### src/rtl/core/mwrg_pkg.sv
// Package for the mass-weighted radius of gyration block.
// Types and fixed widths shared by front end, back end and top level.
`default_nettype none
package mwrg_pkg;
   localparam int CoordW = 24;
   localparam int MassW  = 16;
   localparam int RadW   = 26;
   localparam int WsumW  = 58;
   localparam int MtotW  = 34;
   localparam int AccW   = 120;
   localparam int QuotW  = 64;

   typedef struct packed {
      logic signed [CoordW-1:0] x;
      logic signed [CoordW-1:0] y;
      logic signed [CoordW-1:0] z;
      logic [MassW-1:0]         m;
      logic                     store;
      logic                     last;
   } atom_type;

   typedef struct packed {
      logic [RadW-1:0] radius;
      logic            zero_mass;
      logic            atoms_dropped;
   } result_type;
endpackage
`default_nettype wire

### src/rtl/core/mwrg_front.sv
// Front end: accepts atoms, decides whether each one is stored or dropped.
// Depends on mwrg_pkg. Feeds a two-entry queue toward the back end.
`default_nettype none
module mwrg_front #(
   parameter int MAX_ATOMS = 1024
) (
   input  wire                      clock,
   input  wire                      reset,
   input  wire                      in_valid,
   output logic                     in_ready,
   input  wire  mwrg_pkg::atom_type in_atom,
   output logic                     q_valid,
   input  wire                      q_ready,
   output mwrg_pkg::atom_type       q_atom
);
   localparam int CntW = $clog2(MAX_ATOMS + 1);
   logic [CntW-1:0] count_ff, count_in;
   mwrg_pkg::atom_type buf_ff [2];
   logic [1:0] fill_ff, fill_in;
   logic       rd_ff, rd_in, wr_ff, wr_in;
   logic       push, pop;
   mwrg_pkg::atom_type cls;

   assign in_ready = (fill_ff != 2'd2);
   assign push     = in_valid && in_ready;
   assign q_valid  = (fill_ff != 2'd0);
   assign pop      = q_valid && q_ready;
   assign q_atom   = buf_ff[rd_ff];

   always_comb begin
      cls       = in_atom;
      cls.store = (count_ff < CntW'(MAX_ATOMS));
      count_in  = count_ff;
      if (push) begin
         if (in_atom.last) count_in = '0;
         else if (cls.store) count_in = count_ff + 1'b1;
      end
      fill_in = fill_ff + {1'b0, push} - {1'b0, pop};
      rd_in   = pop ? ~rd_ff : rd_ff;
      wr_in   = push ? ~wr_ff : wr_ff;
   end

   always_ff @(posedge clock) begin
      if (reset) begin
         count_ff <= '0;
         fill_ff  <= '0;
         rd_ff    <= 1'b0;
         wr_ff    <= 1'b0;
      end else begin
         count_ff <= count_in;
         fill_ff  <= fill_in;
         rd_ff    <= rd_in;
         wr_ff    <= wr_in;
      end
      if (push) buf_ff[wr_ff] <= cls;
   end
endmodule
`default_nettype wire

### config.mk
export PLATFORM = sky130hd
export DESIGN_NAME = mwrg_front
export DESIGN_NICKNAME = d
export VERILOG_FILES = /design/src/rtl/core/mwrg_pkg.sv /design/src/rtl/core/mwrg_front.sv
export SDC_FILE = /design/constraint.sdc
export NUM_CORES = 1
export LEC_CHECK = 0
export BUFFER_PORTS_ARGS = -buffer_cell sky130_fd_sc_hd__buf_2
export CAP_MARGIN = 10
export CELL_PAD_IN_SITES_DETAIL_PLACEMENT = 1
export CELL_PAD_IN_SITES_GLOBAL_PLACEMENT = 1
export CORE_ASPECT_RATIO = 1.1
export CORE_MARGIN = 5
export CORE_UTILIZATION = 40
export CTS_CLUSTER_SIZE = 30
export DETAILED_ROUTE_END_ITERATION = 8
export GPL_ROUTABILITY_DRIVEN = 0
export PLACE_DENSITY = 0.78
export SLEW_MARGIN = 10
export SYNTH_ARGS = -nofsm -noshare
export SYNTH_HDL_FRONTEND = slang
export SYNTH_SLANG_ARGS = --single-unit
### constraint.sdc
create_clock -name clock -period 4.8 [get_ports clock]
set_input_delay 0.24 -clock clock [delete_from_list [all_inputs] [get_ports clock]]
set_output_delay 0.24 -clock clock [all_outputs]
set_load 0.02 [all_outputs]
---- After elaboration in Yosys (flattened, before gate mapping) ----
Memory sizes are Yosys's and may differ from the RTL's. A register that Yosys moved wholly into a read port is not among the register bits.
Index checks and enable logic that the tools add are counted.
storage, ports and cells
  bits in registers ....................... 15
  RAM bits ................................ 180
  input port bits ......................... 94
  output and inout bits ................... 92
  memories ................................ 1
operators by class
  $add $sub $neg .......................... 3
  magnitude comparators ................... 1
  eq/ne operators ......................... 1
  multiplexer cells ....................... 6
  bitwise operators ....................... 2
  reductions and logical operators ........ 5
memories
  memory  depth  bits a word  rd ports  clocked after Yosys merged registers in  write ports  line              text
  buf_ff  2      90           1         1                                        1            mwrg_front.sv:18  mwrg_pkg::atom_type buf_ff [2];
operator list
  operator               count
  $mux 11                2
  $add 11x1->11 const B  1
  $lt 11x11->1 const B   1
  $mux 1                 4
  $reduce_bool 2->1      2
  $add 2x1->2            1
  $logic_and 1x1->1      2
  $ne 2x2->1 const B     1
  $not 1->1              2
  $reduce_and 2->1       1
  $sub 2x1->2            1

---- Depth between registers and ports, before layout ----
Gate-level depths: netlist of run 1.
  depth in word-level cells ............... 4
  gate-level depth with buffers ........... 9
  gate-level depth less buffers ........... 9

---- Least setup slack after synthesis of run 1 ----
No wires, ideal clock.
  path kind ............................... register to register
  start point ............................. reg fill_ff[1]
  end point ............................... mem buf_ff[0][0] (netlist bit), enable pin
  setup time .............................. 539 ps
  arrival ................................. 4462 ps
  data required time ...................... 4261 ps
  setup slack ............................. -202 ps
  cell stages (with the launch flop) ...... 5
  buffers on the path ..................... 0
  clock period less this slack ............ 5002 ps
  path through ............................ dfxtp_1 > nor2b_4 > clkinv_2 > nand2_1 > nor2_1
on the way
  longest elaborated chain between the ends .. 4
RTL lines
  element                       line              text
  start: declaration            mwrg_front.sv:19  logic [1:0] fill_ff, fill_in;
  start signal: assignment      mwrg_front.sv:51  fill_ff <= fill_in;
  $ne 2x2->1                    mwrg_front.sv:24  assign in_ready = (fill_ff != 2'd2);
  via in_ready                  mwrg_front.sv:10  output logic in_ready,
  $logic_and 1x1->1             mwrg_front.sv:25  assign push = in_valid && in_ready;
  $mux 1                        mwrg_front.sv:55  if (push) buf_ff[wr_ff] <= cls;
  $mux 1 (not written as such)  mwrg_front.sv:55
  end: declaration              mwrg_front.sv:18
The timed path passes the listed nets, and every way through them passes these cells.

==> results.tsv, run 1 <==
stage	metric	value	unit
clocking	clock-sinks	196	
setup_path	rrSetupSlack	2.55	ns
worst_hold_path	min_from	reset	
die	die_area	20900	sq um
placement	dp.cells	779	
setup_path	crit_required	4.56	ns
die	ioPinCount	186	
clocking	numCtsBuffers	17	
detailed_routing	ant_nets	0	
global_route	antenna_found_initial	1	
detailed_routing	dr.pass1.iters	4	
placement	port-buffer-count	184	
timing	rsz0062_at_grt	false	
setup_path	cp_max_fo	48	
setup_path	worst-setup-path-type	register to output pin	
detailed_routing	drtIter0Drc	153	
detailed_routing	drc_errors	0	
global_route	first_global_vias	4742	
final_layout	drive_above_1_share	48.3	%
pwr	powerDensity	493	nW/um^2
clocking	clock_latency	0.43	ns
pwr	worst_ir_drop_vdd	289	uV
setup_path	cp.arrival	2.43	ns
clocking	root_buffer	clkbuf_16	
clocking	cts_resized	0	
pwr	p_leak	3.66	nW
final_layout	layoutNonFillerInstCount	900	
timing	fmax	375	MHz
synth	synth_fp_nets	461	
timing	finalSetupTns	0	ns
setup_path	end_kind	output pin	
detailed_routing	via_count	4234	
clocking	clk_pin_slew	0.06	ns
die	rows	51	
synth	synth-seq-cells	196	
global_route	grt_pass1_wl	25100	microns
clocking	cts_tree	done	
die	core_area	17700	sq um
worst_hold_path	hold_depth	2	
setup_path	timing.rr.end	buf_ff[1][65]	
synth	ys_seq_area_share	79.2	%
timing	finalCritPeriodShare	55.6	%
final_layout	area_growth	36.9	%
global_route	grt_max_degree	55	
setup_path	reg2reg_depth	4	
final_layout	nets	745	
worst_hold_path	hold_class	primary input to register	
status	status	complete, no violations	
timing	clock_skew	0.00908	ns
synth	syn-cell-area	7230	sq um
die	fp.dieW	138	microns
timing	min_period	2.67	ns
synth	synthCells	364	
die	die_h	151	microns
setup_path	startpoint_type	register	
detailed_routing	drt_wl_total	16200	microns
synth	syn_avg_cell_area	19.9	sq um
setup_path	worstReg2RegStart	fill_ff[1]	
detailed_routing	viasPerCell	4.70	
detailed_routing	post_drt_wl_per_cell	18.0	microns
timing	final-hold-violation-count	0	
clocking	clock_path_buffers	2	
clocking	h-tree-depth	4	
timing	slew-limit-headroom	47.9	%
placement	hpwlAfterDp	9990	microns
synth	synth.distinct_cells	35	
timing	setup_viol	0	
timing	worstMarginPinSlew	0.781	ns
global_route	grt.overflow.total	0	
timing	slew_viol_final	0	
flow_run	cap_violations	0	
die	start_util	40.8	%
synth	ys_warn_count	0	
global_route	track_usage	15.5	%
-- stage by stage --
step	power, mW	hold WS, ns	setup slack, ns	cell area (sq um)	utilization, %
2_1_floorplan	3.09	0.339	1.31	7230	-
6_report	4.88	0.0969	2.13	9900	55.8
3_5_place_dp	3.51	0.431	2.47	8440	47.6
3_3_place_gp	3.46	0.428	2.55	8440	47.6
5_1_grt	5.12	0.0961	2.02	9900	55.8
4_1_cts	4.93	0.000359	2.09	9890	55.8
-- cells in the mapped netlist --
cell / instances / area (sq um)
a21o_1: 1 / 7.51
a21oi_1: 7 / 35.0
a22oi_1: 1 / 7.51
a31o_2: 1 / 8.76
and2_1: 2 / 12.5
and3_1: 2 / 12.5
and4_1: 1 / 8.76
buf_2: 9 / 45.0
clkbuf_1: 2 / 7.51
clkinv_2: 1 / 5.00
dfxtp_1: 16 / 320
edfxtp_1: 180 / 5410
ha_1: 3 / 37.5
inv_1: 4 / 15.0
mux2_2: 90 / 1010
mux2i_1: 1 / 10.0
nand2_1: 3 / 11.3
nand2b_1: 1 / 6.26
nand3_1: 3 / 15.0
nand3b_1: 1 / 7.51
nand4_1: 1 / 6.26
nand4_2: 1 / 12.5
nand4bb_1: 1 / 11.3
nor2_1: 10 / 37.5
nor2b_1: 2 / 12.5
nor2b_4: 1 / 13.8
nor3_2: 1 / 10.0
nor4_1: 1 / 6.26
nor4b_1: 1 / 8.76
nor4b_2: 1 / 15.0
o21ai_0: 4 / 20.0
or2_2: 1 / 6.26
or3_1: 3 / 18.8
xnor2_1: 5 / 43.8
xor2_1: 2 / 17.5
-- area by class of cell --
type / instances / area, sq um
antenna: 1 / 2.50
clock buffer: 18 / 429
clock inverter: 14 / 146
fill: 1697 / 7840
inverter: 5 / 20.0
multi-input combinational: 152 / 1450
sequential: 196 / 5730
tap: 238 / 298
timing repair buffer: 276 / 1830
-- registers in the layout, summed over array words and instances (netlist names), named ones only --
register	flops
buf_ff	180
count_ff	11
fill_ff	2
rd_ff	1
wr_ff	1
-- cells in the final DEF, fill, tap and decap left out, types with 2 or more instances in the layout --
cell	Yosys	final
mux2_2	90	90
clkinvlp_4	0	3
buf_2	9	184
nand2_1	3	3
a21oi_1	7	7
clkbuf_16	0	17
o21ai_0	4	4
dfxtp_1	16	15
or3_1	3	3
edfxtp_1	180	180
and2_1	2	2
clkinv_2	1	2
buf_4	0	4
inv_8	0	4
dlygate4sd3_1	0	88
nor2_1	10	9
nor2b_1	2	2
clkinv_4	0	4
xor2_1	2	2
inv_1	4	4
ha_1	3	3
nand3_1	3	3
xnor2_1	5	5
-- report_power, final --
| part | internal (mW) | total (mW) | switching (mW) | leakage, nW |
|---|---|---|---|---|
| Combinational | 0.518 | 1.26 | 0.742 | 1.58 |
| Sequential | 2.14 | 2.25 | 0.110 | 1.81 |
| Clock | 0.733 | 1.37 | 0.639 | 0.274 |
-- worst max-delay path by stage --
stage	startpoint	end	slack [ns]	cells past startpoint
final	register	q_atom[25]	2.13	3
after floorplan	fill_ff[1]	buf_ff[0][0]	1.31	4
after detailed placement	fill_ff[0]	buf_ff[1][23]	2.47	4
after global placement	fill_ff[1]	buf_ff[1][64]	2.55	4
after CTS	register	q_atom[25]	2.09	3
after global routing	register	q_atom[25]	2.02	3
-- worst max-delay path, stage by stage (launching register included) --
cell	delay (ns)
dfxtp_4	0.77
buf_4	0.61
mux2_2	0.43
buf_2	0.18
-- kinds of logic (layout without fill, tap and decap cells) --
group / Yosys count / after routing / share of synthesized area (%)
muxes: 91 / 91 / 14.2
AOI/OAI and AO/OA: 14 / 14 / 1.09
xor gates and xnor gates: 7 / 7 / 0.848
DFF: 196 / 196 / 79.2
and+or+nand+nor: 37 / 37 / 3.22
other: 0 / 1 / 0
adders and majority gates: 3 / 3 / 0.519
buffers and inverters: 16 / 313 / 1.00
-- repair_timing --
action / 4_1_cts / 5_1_grt
hold buffers: 87 / 1
setup buffers: 0 / 0
hold endpoints to repair: 174 / 2
-- layer usage --
| metal | GRT usage [%] | routed length (microns) | vias to the layer above |
|---|---|---|---|
| met1 | 16.9 | 6180 | 2080 |
| met4 | 5.63 | 286 | 0 |
| met3 | 4.36 | 773 | 21 |
| met2 | 28.9 | 8910 | 131 |
| met5 | 0 | 0 | - |
| li1 | - | - | 2002 |
Power figures use the tool's default switching activity.
==> inputs of run 2 (changes only) <==
--- a/config.mk
+++ b/config.mk
@@ -5,17 +5,18 @@
 export SDC_FILE = /design/constraint.sdc
 export NUM_CORES = 1
 export LEC_CHECK = 0
+export ABC_AREA = 1
 export BUFFER_PORTS_ARGS = -buffer_cell sky130_fd_sc_hd__buf_2
 export CAP_MARGIN = 10
 export CELL_PAD_IN_SITES_DETAIL_PLACEMENT = 1
 export CELL_PAD_IN_SITES_GLOBAL_PLACEMENT = 1
 export CORE_ASPECT_RATIO = 1.1
 export CORE_MARGIN = 5
-export CORE_UTILIZATION = 40
+export CORE_UTILIZATION = 44
 export CTS_CLUSTER_SIZE = 30
 export DETAILED_ROUTE_END_ITERATION = 8
 export GPL_ROUTABILITY_DRIVEN = 0
-export PLACE_DENSITY = 0.78
+export PLACE_DENSITY = 0.81
 export SLEW_MARGIN = 10
 export SYNTH_ARGS = -nofsm -noshare
 export SYNTH_HDL_FRONTEND = slang
==> constraint.sdc (replaced) <==
create_clock -name clock -period 2.5 [get_ports clock]
set_input_delay 0.125 -clock clock [delete_from_list [all_inputs] [get_ports clock]]
set_output_delay 0.125 -clock clock [all_outputs]
set_load 0.02 [all_outputs]
==> results.tsv, run 2 <==
stage	metric	value	unit	change
timing	finalCritPeriodShare	83.2	%	
final_layout	stdcell_area	10100	sq um	+1.6%
placement	dp.cells	775		-0.51%
synth	syn_avg_cell_area	18.8	sq um	-5.2%
global_route	grt_util_met3	5.29	%	+0.93 points
die	ioPinCount	186		unchanged
final_layout	final_common_cell	buf_2		
die	core_area	16400	sq um	-7.4%
timing	finalSetupTns	0	ns	unchanged
detailed_routing	via_count	4490		+6.0%
global_route	grt.busiest_layer	met2		
synth	synthArstFlopShare	0	%	unchanged
global_route	grt.overflow.total	0		unchanged
synth	ys_warn_count	0		unchanged
setup_path	worstReg2RegStart	fill_ff[0]		
detailed_routing	drt_wl_total	19000	microns	+17%
clocking	clock_latency	0.43	ns	about the same
timing	final-hold-violation-count	0		unchanged
placement	port-buffer-count	184		unchanged
synth	synth_most_common_cell	edfxtp_1		
timing	rsz0062_at_grt	false		
final_layout	final_cell_mix	buf_2 (184), edfxtp_1 (180), mux2_2 (90), dlygate4sd3_1 (90), nand2_1 (18)		
die	start_util	44.8	%	+4.1 points
worst_hold_path	hold_class	primary input to register		
final_layout	reg_top3	buf_ff: 180 flops, count_ff: 11 flops, fill_ff: 2 flops		
global_route	grt_max_degree	50		-9.1%
global_route	grt_pass1_wl	29200	microns	+16%
setup_path	cp_num_buf_inv	2		unchanged
setup_path	startpoint_type	register		
setup_path	critPathCapture	q_atom[12]		
die	rows	49		-3.9%
pwr	p_leak	3.80	nW	+3.6%
clocking	clk_pin_slew	0.07	ns	about the same
final_layout	drive_above_1_share	48.3	%	+0.080 points
placement	pre_cts_ws	0.777	ns	-1.69 ns
detailed_routing	dr.pass1.iters	4		unchanged
timing	fmax	481	MHz	
die	die_h	146	microns	-3.5%
clocking	cts_tree	done		
detailed_routing	drtIter0Drc	270		+76%
setup_path	end_kind	output pin		
synth	synth.distinct_cells	28		-20%
clocking	clock_path_buffers	2		unchanged
die	die_area	19400	sq um	-6.9%
clocking	h-tree-depth	4		unchanged
clocking	root_buffer	clkbuf_16		
synth	synth_edf_count	180		unchanged
clocking	numCtsBuffers	17		unchanged
global_route	first_global_vias	5068		+6.9%
pwr	finalPower	9.66	mW	+98%
setup_path	timing.rr.end	buf_ff[1][21]		
timing	clock_skew	0.0106	ns	+0.00153 ns
timing	slew-limit-headroom	52.8	%	+4.9 points
timing	slew_viol_final	0		unchanged
synth	synthCells	391		+7.4%
synth	synth-seq-cells	196		unchanged
detailed_routing	viasPerCell	5.00		+6.3%
final_layout	area_growth	36.6	%	
detailed_routing	post_drt_wl_per_cell	21.1	microns	+18%
flow_run	cap_violations	0		unchanged
synth	synth_top_cells_by_count	edfxtp_1 (180), mux2_2 (90), nand2_1 (18)		
synth	synth_fp_nets	488		+5.9%
global_route	antenna_found_initial	1		unchanged
setup_path	cp_num_cells	3		unchanged
setup_path	worst-setup-path-type	register to output pin		
setup_path	cp_cell_sequence	buf_4, mux2_2, buf_2		
synth	synthFlopType	edfxtp_1		
final_layout	largest_reg_flops	180		unchanged
detailed_routing	ant_nets	0		unchanged
pwr	powerDensity	961	nW/um^2	+95%
setup_path	rrSetupSlack	0.78	ns	-1.77 ns
timing	worstMarginPinSlew	0.707	ns	-0.0735 ns
pwr	worst_ir_drop_vdd	448	uV	+55%
global_route	grt_use_met1	21.3	%	+4.3 points
timing	min_period	2.08	ns	
timing	setup_viol	0		unchanged
setup_path	cp_max_fo	23		-52%
setup_path	reg2reg_depth	5		+1
placement	place_area	8560	sq um	+1.3%
setup_path	cp.arrival	1.96	ns	-0.47 ns
final_layout	regMostFlops	buf_ff		
synth	synth_top_cell_area_share	73.4	%	-1.3 points
status	status	complete, no violations		
setup_path	cp_slowest_cell	dfxtp_4		
synth	ys_seq_area_share	77.7	%	-1.4 points
worst_hold_path	hold_depth	4		+2
clocking	clock-sinks	196		unchanged
die	fp.dieW	133	microns	-3.5%
timing	fin_ws	0.419	ns	-1.71 ns
placement	hpwlAfterDp	11400	microns	+14%
setup_path	max_stage_delay	0.56	ns	-0.21 ns
synth	syn-cell-area	7360	sq um	+1.8%
final_layout	layoutNonFillerInstCount	898		-0.22%
global_route	grtUsageMet2	37.6	%	+8.7 points
clocking	cts_resized	0		unchanged
detailed_routing	drc_errors	0		unchanged
global_route	track_usage	19.8	%	+4.3 points
setup_path	path_delay_family	flip-flops		
synth	synth_top_area_cell	edfxtp_1		
setup_path	crit_required	2.38	ns	-2.18 ns
synth	ys_top_cells_by_area	edfxtp_1 (73%), mux2_2 (14%), dfxtp_1 (4.3%)		
final_layout	nets	777		+4.3%
[run 2: cell types whose count changed after synthesis, sizes merged, moves of 4 or more]
| cell | delta |
|---|---|
| nand2 | +17 |
| inv | +15 |
| nor2 | +10 |
| nand3 | +5 |
| a21oi | +4 |
| xnor2 | -4 |
[run 2: kinds of logic after synthesis]
group,Yosys count,share of synthesized area (%)
DFF,196,77.7
muxes,90,13.8
and+or+nand+nor,54,4.21
buffers and inverters,30,2.23
AOI/OAI and AO/OA,17,1.43
adders and majority gates,3,0.510
xor gates and xnor gates,1,0.119
[run 2: where the power goes]
group	total [mW]	internal, mW	switching, mW
Clock	2.77	1.50	1.26
Combinational	2.59	1.02	1.58
Sequential	4.30	4.12	0.179
[run 2: layer usage]
metal,routed length [microns],up-vias
li1,-,2065
met2,10500,167
met1,7100,2230
met3,1030,28
met4,350,0
met5,0,-
[run 2: stage by stage]
| step | util (%) | hold WS (ns) |
|---|---|---|
| finish | 61.2 | 0.0595 |
| global route | 61.2 | 0.0922 |
| CTS | 61.2 | 0.0369 |
| detailed placement | 52.1 | 0.317 |
| global placement | 52.1 | 0.312 |
| floorplan | - | 0.187 |
[run 2: worst min-delay path by stage]
stage                startpoint             to  slack [ns]
detailed placement  in_atom[73]  buf_ff[1][73]        0.32
floorplan                 reset    count_ff[1]        0.19
CTS                     q_ready       register        0.04
global placement    in_atom[35]  buf_ff[0][35]        0.31
global route            q_ready       register        0.09
finish                  q_ready       register        0.06
[run 2: worst reg2reg max path, delay by kind of cell (launching register included)]
kind | cells | cell delay (ns)
buf+inv | 2 | 0.63
flops | 1 | 0.36
simple gates | 3 | 0.29
[run 2: layout make-up]
class | instances | area (sq um)
Fill cell | 1542 | 6370
Antenna cell | 1 | 2.50
Sequential cell | 196 | 5730
Timing Repair Buffer | 281 | 1910
Tap cell | 204 | 255
Clock buffer | 17 | 425
Clock inverter | 15 | 171
Multi-Input combinational cell | 165 | 1490
Inverter | 19 | 71.3
[run 2: repair_timing]
action	4_1_cts	5_1_grt
setup buffers	0	0
hold endpoints to repair	180	0
hold buffers	90	0
==> inputs of run 3 (changes only) <==
==> constraint.sdc (replaced) <==
create_clock -name clock -period 2.2 [get_ports clock]
set_input_delay 0.11 -clock clock [delete_from_list [all_inputs] [get_ports clock]]
set_output_delay 0.11 -clock clock [all_outputs]
set_load 0.02 [all_outputs]
==> results.tsv, run 3 (synthesis results as in run 2) <==
stage	metric	value	unit	change
status	status	complete, no violations		
detailed_routing	ant_nets	0		unchanged
detailed_routing	via_count	4378		-2.5%
clocking	cts_setup_buffers	0		unchanged
detailed_routing	drc_errors	0		unchanged
clocking	clock_latency	0.41	ns	-0.02 ns
final_layout	regArea	5730	sq um	about the same
timing	final-hold-violation-count	0		unchanged
final_layout	regMostFlops	buf_ff		
clocking	clock-sinks	196		unchanged
detailed_routing	viasPerCell	4.90		-2.1%
timing	setup_viol	0		unchanged
timing	fmax	504	MHz	
global_route	grt_pass1_wl	26400	microns	-9.5%
timing	slew_viol_final	0		unchanged
timing	min_period	1.98	ns	
clocking	numCtsBuffers	17		unchanged
die	die_area	19400	sq um	unchanged
die	die_h	146	microns	unchanged
final_layout	area_growth	35.3	%	
clocking	clock_path_buffers	2		unchanged
die	start_util	44.8	%	unchanged
global_route	first_global_vias	4899		-3.3%
placement	dp.cells	773		-0.26%
pwr	worst_ir_drop_vdd	626	uV	+40%
final_layout	largest_reg_flops	180		unchanged
flow_run	cap_violations	0		unchanged
global_route	antenna_found_initial	0		-1
final_layout	final_common_cell	buf_2		
detailed_routing	drtIter0Drc	187		-31%
final_layout	drive_above_1_share	47.5	%	-0.80 points
placement	hpwlAfterDp	10400	microns	-8.9%
timing	finalSetupTns	0	ns	unchanged
final_layout	layoutNonFillerInstCount	894		-0.45%
worst_hold_path	hold_class	primary input to register		
global_route	grt.overflow.total	0		unchanged
setup_path	worst-setup-path-type	register to output pin		
die	core_area	16400	sq um	unchanged
final_layout	reg_top3	buf_ff: 180 flops, count_ff: 11 flops, fill_ff: 2 flops		
global_route	track_usage	17.4	%	-2.5 points
timing	finalCritPeriodShare	90.1	%	
detailed_routing	post_drt_wl_per_cell	18.9	microns	-11%
placement	port-buffer-count	184		unchanged
setup_path	crit_required	2.09	ns	-0.29 ns
die	ioPinCount	186		unchanged
die	fp.dieW	133	microns	unchanged
setup_path	startpoint_type	register		
clocking	clk_pin_slew	0.07	ns	about the same
global_route	grt_max_degree	91		+82%
timing	rsz0062_at_grt	false		
setup_path	cp_max_fo	37		+61%
timing	worstMarginPinSlew	0.559	ns	-0.148 ns
final_layout	antennaDiodeCount	0		-1
final_layout	final.fill_count	1550		+0.52%
final_layout	utilization	60.6	%	-0.57 points
clocking	root_buffer	clkbuf_16		
clocking	h-tree-depth	4		unchanged
clocking	cts_tree	done		
final_layout	final_cell_mix	buf_2 (184), edfxtp_1 (180), mux2_2 (90), dlygate4sd3_1 (90), nand2_1 (18)		
pwr	p_leak	3.75	nW	-1.2%
pwr	powerDensity	1050	nW/um^2	+9.1%
setup_path	end_kind	output pin		
final_layout	nets	775		-0.26%
detailed_routing	dr.pass1.iters	5		+1
die	rows	49		unchanged
detailed_routing	drt_wl_total	16900	microns	-11%
final_layout	multiInputGateArea	1500	sq um	+0.59%
timing	slew-limit-headroom	62.7	%	+9.9 points
setup_path	cp.arrival	1.87	ns	-0.09 ns
timing	clock_skew	0.00806	ns	-0.00255 ns
==> run 3: cell count changes in the layout (fill, tap and decap cells not counted), sizes merged <==
| cell | change |
|---|---|
| buf | -2 |
| clkbuf | +2 |
| diode | -1 |
| clkinv | +3 |
| inv | -3 |
| bufinv | -2 |
| clkinvlp | -1 |
==> run 3: final cells by class <==
class | count | share of cell area (%)
multi-input combinational | 165 | 15.0
tap | 204 | 2.56
clock inverter | 12 | 0.653
inverter | 19 | 0.716
clock buffer | 19 | 4.35
sequential | 196 | 57.5
timing repair buffer | 279 | 19.2
==> run 3: what timing repair did <==
| action | in CTS | in global routing |
|---|---|---|
| hold buffers | 90 | 0 |
| hold endpoints to repair | 180 | 0 |
| resized for setup | 0 | 0 |
==> run 3: stage by stage <==
stage	setup slack, ns	hold slack, ns	power (mW)	instance area (sq um)
after detailed placement	0.602	0.301	7.72	8560
after global routing	0.140	0.0514	10.9	9960
after CTS	0.185	0.0112	10.5	9960
final	0.218	0.0376	10.4	9960
after global placement	0.662	0.298	7.59	8560
after floorplan	-0.147	0.172	6.78	7390
==> run 3: final timing paths <==
kind / from / slack [ns] / cells after the start / to
setup / recovery: register / 0.22 / 3 / q_atom[53]
hold / removal: q_ready / 0.04 / 4 / register
setup reg to reg: fill_ff[1] / 0.50 / 10 / fill_ff[1]
hold reg to reg: rd_ff / 0.46 / 1 / register
==> run 3: worst max-delay path: stages (launching register included) <==
cell     delay, ns
dfxtp_4       0.59
buf_12        0.28
mux2_2        0.38
buf_2         0.17
==> run 3: routing by layer <==
metal | part of all wire [%] | wire [microns] | GRT usage [%]
met5 | 0 | 0 | 0
met4 | 0.71 | 119 | 3.70
met3 | 5.4 | 910 | 5.43
met2 | 54 | 9140 | 31.7
met1 | 40 | 6710 | 20.1
==> run 3: power breakdown <==
group | leakage [nW] | total (mW) | switching (mW) | internal [mW]
Combinational | 1.70 | 2.88 | 1.72 | 1.15
Sequential | 1.81 | 4.89 | 0.202 | 4.69
Clock | 0.247 | 2.67 | 1.25 | 1.42
Total | 3.75 | 10.4 | 3.18 | 7.26
